[src/rtl/assert_macros.svh]
// Assertion macros for the RTL of the key/payload sorter.
`ifndef ASSERT_MACROS_SVH
`define ASSERT_MACROS_SVH

// Consequent must hold in the same cycle as the antecedent.
`define SKS_ASSERT_NOW(label, ante, cons, msg) \
  label: assert property (@(posedge clk) disable iff (!rst_n) (ante) |-> (cons)) \
    else $error(msg);

// Consequent must hold in the cycle after the antecedent.
`define SKS_ASSERT_NEXT(label, ante, cons, msg) \
  label: assert property (@(posedge clk) disable iff (!rst_n) (ante) |=> (cons)) \
    else $error(msg);

`endif

[src/rtl/sks_pkg.sv]
// Package with the types and constants of the key/payload sorter.
`default_nettype none

package sks_pkg;

  localparam int SKS_MAX_ENTRIES = 64;
  localparam int QID_W           = 4;
  localparam int KEY_W           = 32;
  localparam int PAYLOAD_W       = 32;

  // One stored entry of the sorting chain.
  typedef struct packed {
    logic                 valid;
    logic [KEY_W-1:0]     key;
    logic [PAYLOAD_W-1:0] payload;
  } sks_entry_t;

  // Command broadcast from the controller to every cell.
  typedef struct packed {
    logic                 insert;
    logic                 shift;
    logic [KEY_W-1:0]     key;
    logic [PAYLOAD_W-1:0] payload;
  } sks_ctl_t;

  typedef enum logic {
    ST_LOAD,
    ST_DRAIN
  } sks_state_t;

endpackage

`default_nettype wire

[src/rtl/sks_cell.sv]
// One cell of the insertion sorting chain.
`default_nettype none

module sks_cell import sks_pkg::*; (
  input  wire logic       clk,
  input  wire logic       rst_n,
  input  wire sks_ctl_t   ctl,
  input  wire sks_entry_t prev_ent,
  input  wire logic       prev_gt,
  input  wire sks_entry_t next_ent,
  output sks_entry_t      ent_o,
  output logic            gt_o
);

  logic                 valid_r, valid_nxt;
  logic [KEY_W-1:0]     key_r, key_nxt;
  logic [PAYLOAD_W-1:0] payload_r, payload_nxt;

  assign ent_o = '{valid: valid_r, key: key_r, payload: payload_r};
  // Strictly greater keeps equal keys in arrival order.
  assign gt_o  = valid_r && (key_r > ctl.key);

  always_comb begin
    valid_nxt   = valid_r;
    key_nxt     = key_r;
    payload_nxt = payload_r;
    if (ctl.shift) begin
      valid_nxt   = next_ent.valid;
      key_nxt     = next_ent.key;
      payload_nxt = next_ent.payload;
    end else if (ctl.insert) begin
      if (prev_gt) begin
        valid_nxt   = prev_ent.valid;
        key_nxt     = prev_ent.key;
        payload_nxt = prev_ent.payload;
      end else if (prev_ent.valid && (!valid_r || gt_o)) begin
        valid_nxt   = 1'b1;
        key_nxt     = ctl.key;
        payload_nxt = ctl.payload;
      end
    end
  end

  always_ff @(posedge clk) begin
    if (!rst_n) begin
      valid_r <= 1'b0;
    end else begin
      valid_r <= valid_nxt;
    end
  end

  always_ff @(posedge clk) begin
    key_r     <= key_nxt;
    payload_r <= payload_nxt;
  end

endmodule

`default_nettype wire

[config.mk]
export PLATFORM = sky130hd
export DESIGN_NAME = sks_cell
export DESIGN_NICKNAME = d
export VERILOG_FILES = /design/src/rtl/assert_macros.svh /design/src/rtl/sks_pkg.sv /design/src/rtl/sks_cell.sv
export SDC_FILE = /design/constraint.sdc
export NUM_CORES = 1
export LEC_CHECK = 0
export ABC_CLOCK_PERIOD_IN_PS = 6200
export BUFFER_PORTS_ARGS = -buffer_cell sky130_fd_sc_hd__buf_2
export CAP_MARGIN = 20
export CORE_MARGIN = 4
export CORE_UTILIZATION = 45
export DETAILED_ROUTE_END_ITERATION = 8
export PLACE_DENSITY = 0.84
export SLEW_MARGIN = 20
export SYNTH_ARGS = -nofsm -noshare
export SYNTH_HDL_FRONTEND = slang
export SYNTH_SLANG_ARGS = --single-unit
export TNS_END_PERCENT = 1
[constraint.sdc]
create_clock -name clk -period 6.2 [get_ports clk]
set_input_delay 0.62 -clock clk [delete_from_list [all_inputs] [get_ports clk]]
set_output_delay 0.62 -clock clk [all_outputs]
set_load 0.02 [all_outputs]
==> After elaboration in Yosys (flattened, before gate mapping) <==
Index checks and enable logic that the tools add are counted.
W data, S select, Z words.
{ "totals": {"ff_bits": 65, "output_inout_bits": 66, "wordCells": 23} }
{ "classes": {"magnitude_cmp": 1, "n_mux": 12, "n_reduce_logical": 7} }
{ "ops": {"columns": ["op", "n"], "rows": [
  ["$mux W32", 8],
  ["$gt A32 B32 Y1", 1],
  ["$mux W1", 4],
  ["$reduce_bool A3 Y1", 1],
  ["$logic_and A1 B1 Y1", 2],
  ["$reduce_and A2 Y1", 1],
  ["$reduce_bool A2 Y1", 1],
  ["$logic_not A1 Y1", 1],
  ["$logic_or A1 B1 Y1", 1]
]} }

==> Longest topological paths before layout <==
Gate-level depths: netlist (run 1).
{ "logic_depth": {"word_depth": 8, "ltp_mapped": 8} }

==> Least setup slack after synthesis (run 1) <==
Ideal clock, no wire load.
{ "synth_timing": {"path_type": "input-to-reg", "start": "input ctl[46] in the netlist's numbering", "end": "register key_r[0], enable pin", "setup_ps": 453, "arrival_time_ps": 3664, "setup_slack_ps": 2083, "stages": 6, "n_path_buf": 0, "path_cell_list": "inv_1 -> ha_1 -> nand4_1 -> a2111oi_2 -> o31ai_2 -> a31oi_2"} }
{ "synth_via": {"elab_chain_len": 6} }
{ "synth_rtl": {"columns": ["element", "line_no", "text"], "rows": [
  ["from (decl)", "sks_cell.sv:7", "input wire sks_ctl_t ctl,"],
  ["$gt A32 B32 Y1", "sks_cell.sv:21", "assign gt_o = valid_r && (key_r > ctl.key);"],
  ["$logic_and A1 B1 Y1", "sks_cell.sv:21", null],
  ["$logic_or A1 B1 Y1", "sks_cell.sv:36", "end else if (prev_ent.valid && (!valid_r || gt_o)) begin"],
  ["$logic_and A1 B1 Y1", "sks_cell.sv:36", null],
  ["$reduce_bool A3 Y1 (no source line)", null, null],
  ["$reduce_and A2 Y1 (no source line)", null, null],
  ["to (signal assigned)", "sks_cell.sv:53", "key_r <= key_nxt;"],
  ["to (decl)", "sks_cell.sv:16", "logic [KEY_W-1:0] key_r, key_nxt;"]
]} }
No other way between the ends.
A chain may end at the register's enable or synchronous reset.

==> Worst setup path after layout (run 1) <==
{ "layout_timing": {"start": "input ctl[59] in the netlist's numbering", "end": "register key_r[16], enable pin"} }
Same word-level chain as after synthesis.

==> impl_metrics.json, run 1 <==
{
  "via_count": 3931,
  "cts_buffers": 9,
  "track_usage_pct": 22.0,
  "post-cts-setup-buffers": 0,
  "slowest_stage": "a31oi_4",
  "layout_common_cells": "buf_2 (262), nand2_1 (74), o21ai_0 (68)",
  "cts_sinks": 65,
  "port_buffers": 264,
  "drtIter0Drc": 149,
  "p_per_area_mw_per_mm2": 212,
  "avgRoutedWirePerCell_um": 16.0,
  "dieArea_sq_mm": 0.0108,
  "cp_num_buf_inv": 4,
  "tightest_slew_ns": 0.606,
  "synth_top_area_cell": "edfxtp_1",
  "critPathKind": "in2reg",
  "totalNegativeSetupSlack_ns": 0,
  "die_h_um": 104,
  "min_period_ns": 3.03,
  "dieWidth_um": 104,
  "critPathLaunchType": "primary input",
  "grt_overflow": 0,
  "max_cap_violations": 0,
  "slew_headroom_pct": 59.6,
  "start_util_pct": 46.7,
  "syn_area_per_cell_sq_um": 10.2,
  "first_pass_iters": 4,
  "period_share_pct": 48.9,
  "cts_max_path_buffers": 2,
  "grt_pass1_vias": 4072,
  "finalSetupViolCount": 0,
  "critical_path.cell_chain": "buf_2, inv_1, ha_1, nand4_1, nor4_2, o31ai_2, a31oi_4, buf_16, buf_4",
  "insertedDiodeCount": 0,
  "synthTopCellsByArea": "edfxtp_1 (46%), mux2i_1 (16%), ha_1 (9.7%), o21ai_0 (8.2%), nand2_1 (6.7%)",
  "holdBufCountCts": 0,
  "ys_ff_latch": 65,
  "fmax_ghz": 0.330,
  "rows": 34,
  "critPathMaxStageDelay_ns": 0.45,
  "critPathTopFamily": "buffers and inverters",
  "clk_pin_slew_worst_paths_ns": 0.07,
  "synth.distinct_cells": 28,
  "ir_drop_v": 0.000145,
  "synth_cells": 404,
  "hp-class": "reg2reg",
  "synth.top_cell.area_share_pct": 46.5,
  "clkLatencyLatePin_ns": 0.34,
  "grt_max_degree": 79,
  "yosys_warnings": 0,
  "area_growth_pct": 38.6,
  "tritoncts": "yes",
  "utilization_pct": 64.8,
  "final_common_cell": "buf_2",
  "wl_um": 12400,
  "crit_required_ns": 6.18,
  "worstSetupEndpointType": "flop",
  "grt_antenna_before_repair": 0,
  "syn_area_sq_mm": 0.00413,
  "p_leak_uw": 0.00295,
  "synth_nets": 635,
  "place.detailed.hpwl_um": 10200,
  "grt_setup_unrepaired": "no",
  "grt_pass1_wl_um": 19200,
  "cts_max_level": 3,
  "ios": 265,
  "antenna_left": 0,
  "root_buffer": "clkbuf_8",
  "gp_congestion": 0.827,
  "finalHoldViolCount": 0,
  "critPathMaxFanout": 33,
  "core_area_sq_mm": 0.00885,
  "cts.repair.resized": 0,
  "finClkSkew_ns": 0.0122,
  "outcome": "completed",
  "route.detailed.drc": 0,
  "fin_nets": 892,
  "drv_slew": 0,
  "ys_seq_area_share_pct": 47.0,
  "drive_gt1_share_pct": 43.1,
  "vias_per_cell": 5.08,
  "cp_data_arrival_time_ns": 3.01
}
cells by family (layout without fill, tap and decap cells):
| logic type | Yosys count | count (layout) | share of synthesized area (%) |
|---|---|---|---|
| AO/OA/AOI/OAI | 93 | 93 | 12.5 |
| flip-flops | 65 | 65 | 47.0 |
| multiplexers | 65 | 65 | 15.7 |
| AND/OR/NAND/NOR | 95 | 95 | 9.87 |
| adder cells (fa/ha/maj) | 32 | 32 | 9.69 |
| buffers and inverters | 54 | 316 | 5.21 |
synth_stat cells:
library cell  count
o21ai_0          68
nor3_1            1
nor3b_1           1
inv_1            32
a221o_1           2
clkbuf_1         14
nor4_1            1
nor4_2            1
buf_2             7
nand4_1           8
edfxtp_1         64
o21a_1            1
a31oi_2           1
dfxtp_1           1
a211oi_2          1
a21o_1            2
o211ai_1          1
nor2b_1           2
buf_4             1
nor2_1            2
a2111oi_2         1
a21oi_1          15
o31ai_2           1
nand2_1          74
mux2i_1          65
nand3_1           4
nand4b_1          1
ha_1             32
worst reg2reg max path: stages, from the launching register on:
cell and delay (ns):
edfxtp_1 0.42, ha_1 0.32, nand4_1 0.18, nor4_2 0.44
o31ai_2 0.18, a31oi_4 0.45, buf_16 0.23, buf_4 0.43
routing by layer:
metal	track usage, %	up-vias	part of all wire (%)
li1	-	1979	-
met1	22.7	1767	36
met2	41.9	169	54
met3	7.21	16	7.6
met4	6.55	0	1.6
met5	0	-	0
final timing paths:
check,from,cells after the start,endpoint,slack (ns)
setup / recovery,ctl[59],9,key_r[16]$_DFFE_PP_,3.17
hold / removal,valid_r$_SDFFE_PN0P_,2,valid_r$_SDFFE_PN0P_,0.51
setup reg to reg,key_r[25]$_DFFE_PP_,7,key_r[16]$_DFFE_PP_,3.17
hold reg to reg,valid_r$_SDFFE_PN0P_,2,valid_r$_SDFFE_PN0P_,0.51
sequential cells by signal (all words and copies together), names as in the netlist:
register and flops:
valid_r 1, key_r 32, payload_r 32
area by class of cell:
cell class | instances | area, sq um
Multi-Input combinational cell | 285 | 1990
Timing Repair Buffer | 268 | 1380
Clock inverter | 6 | 43.8
Clock buffer | 10 | 128
Tap cell | 108 | 135
Fill cell | 743 | 3120
Sequential cell | 65 | 1940
Inverter | 32 | 120
stage by stage:
stage               instance area, sq um  hold slack (ns)  cells  worst slack, ns  total power, uW
floorplan                           4130            0.469    404             2.08              758
global placement                    5530            0.485    757             2.62              890
detailed placement                  5530            0.511    757             2.43              908
CTS                                 5700            0.522    773             2.76             1230
global route                        5730            0.541    774             2.98             1280
finish                              5730            0.515    774             3.17             1220
report_power, final:
group | switching, uW | internal (uW) | total, uW
Combinational | 198 | 141 | 339
Sequential | 19.1 | 541 | 560
Clock | 172 | 146 | 318
(Power assumes the default switching activity.)
==> run 2: changes to the inputs <==
- ABC_CLOCK_PERIOD_IN_PS: 6200 -> 3050
- CORE_UTILIZATION: 45 -> 43
- PLACE_DENSITY: 0.84 -> 0.81
- clock period: 6.2 -> 3.05 ns (I/O delays scaled with it)
==> impl_metrics.json, run 2 (same netlist as run 1, synthesis figures left out) <==
{
  "critPathMaxStageDelay_ns": 0.40,
  "grt_overflow": 0,
  "place.detailed.hpwl_um": 9940,
  "finalInstanceArea_sq_mm": 0.00576,
  "first_pass_iters": 4,
  "cts.repair.resized": 0,
  "track_usage_pct": 20.5,
  "ios": 265,
  "grt_antenna_before_repair": 0,
  "post-place-ws_ns": 0.496,
  "cts_max_level": 3,
  "port_buffers": 264,
  "final_cells": 796,
  "area_growth_pct": 39.2,
  "fmax_ghz": 0.372,
  "outcome": "completed",
  "holdBufCountCts": 0,
  "cts_sinks": 65,
  "dieWidth_um": 106,
  "min_period_ns": 2.69,
  "slew_headroom_pct": 63.8,
  "period_share_pct": 88.2,
  "gp_congestion": 0.822,
  "dp_cells": 781,
  "fillers": 814,
  "cts_buffers": 9,
  "fin_nets": 894,
  "die_h_um": 106,
  "route.detailed.drc": 0,
  "layout_common_cells": "buf_2 (262), nand2_1 (74), o21ai_0 (68)",
  "tritoncts": "yes",
  "grt_pass1_vias": 3987,
  "critPathKind": "reg2out",
  "finalHoldViolCount": 0,
  "critical_path.cell_chain": "ha_1, a21oi_1, o21ai_0, a221o_1, o31ai_2, a21oi_1, buf_2",
  "rrSetupSlack_ns": 0.56,
  "post-cts-setup-buffers": 0,
  "grt_pass1_wl_um": 18500,
  "vias_per_cell": 4.91,
  "clk_pin_slew_worst_paths_ns": 0.07,
  "cp_num_buf_inv": 1,
  "tightest_slew_ns": 0.543,
  "p_leak_uw": 0.00296,
  "design_power_total_uw": 2480,
  "grt_max_degree": 61,
  "ir_drop_v": 0.000259,
  "cts_max_path_buffers": 2,
  "wl_um": 12000,
  "drive_gt1_share_pct": 43.0,
  "hp-class": "in2reg",
  "dpl_cell_area_sq_mm": 0.00558,
  "crit_top_cell": "a21oi_1",
  "clkLatencyLatePin_ns": 0.33,
  "core_area_sq_mm": 0.00928,
  "fin_ws_ns": 0.359,
  "critPathLaunchType": "flop",
  "critPathTopFamily": "compound AO/OA/AOI/OAI gates",
  "finalSetupViolCount": 0,
  "grt_setup_unrepaired": "no",
  "drtIter0Drc": 119,
  "finClkSkew_ns": 0.0119,
  "rows": 35,
  "max_cap_violations": 0,
  "slowest_stage": "edfxtp_1",
  "cp_data_arrival_time_ns": 2.39,
  "worstSetupEndpointType": "output pin",
  "via_count": 3905,
  "dieArea_sq_mm": 0.0112,
  "drv_slew": 0,
  "crit_required_ns": 2.74,
  "avgRoutedWirePerCell_um": 15.0,
  "p_per_area_mw_per_mm2": 432,
  "final_common_cell": "buf_2",
  "insertedDiodeCount": 0,
  "start_util_pct": 44.5,
  "root_buffer": "clkbuf_8",
  "antenna_left": 0,
  "reg_top3": "key_r (32), payload_r (32), valid_r (1)",
  "critPathMaxFanout": 3
}
## run 2: metrics by stage
stage / hold slack (ns) / util (%) / setup TNS, ns
6_report: 0.250 / 62.0 / 0
5_1_grt: 0.243 / 62.0 / 0
4_1_cts: 0.236 / 62.0 / 0
3_5_place_dp: 0.507 / 60.1 / 0
3_3_place_gp: 0.483 / 60.1 / 0
2_1_floorplan: 0.447 / - / -2.17
## run 2: layout make-up
type	count	area [sq um]	area share, %
Sequential cell	65	1940	33.7
Clock buffer	10	128	2.22
Clock inverter	5	47.5	0.826
Inverter	32	120	2.09
Multi-Input combinational cell	285	1990	34.5
Tap cell	129	161	2.80
Timing Repair Buffer	270	1370	23.8
## run 2: worst paths after layout
path	startpoint	to	depth (start not counted)
min	rst_n	valid_r$_SDFFE_PN0P_	3
max	key_r[7]$_DFFE_PP_	gt_o	7
max reg2reg	key_r[23]$_DFFE_PP_	payload_r[12]$_DFFE_PP_	6
min reg2reg	valid_r$_SDFFE_PN0P_	valid_r$_SDFFE_PN0P_	2
## run 2: power breakdown
part | switching [uW] | internal [uW]
clock | 304 | 365
combinational | 398 | 283
sequential | 35.1 | 1100
total | 737 | 1750
## run 2: per-layer routing
layer	vias to the layer above	part of all wire, %	global-route usage, %
met5	-	0	0
met4	0	1.6	6.11
met3	18	8.8	7.16
met2	168	52	37.2
met1	1744	37	22.4
li1	1975	-	-
## run 2: worst register-to-register path: stages, from the launching register on
cell and delay [ns]:
edfxtp_1 0.40, ha_1 0.33, nand4_1 0.16, nor4_2 0.47
o31ai_2 0.19, a31oi_4 0.17, buf_4 0.41
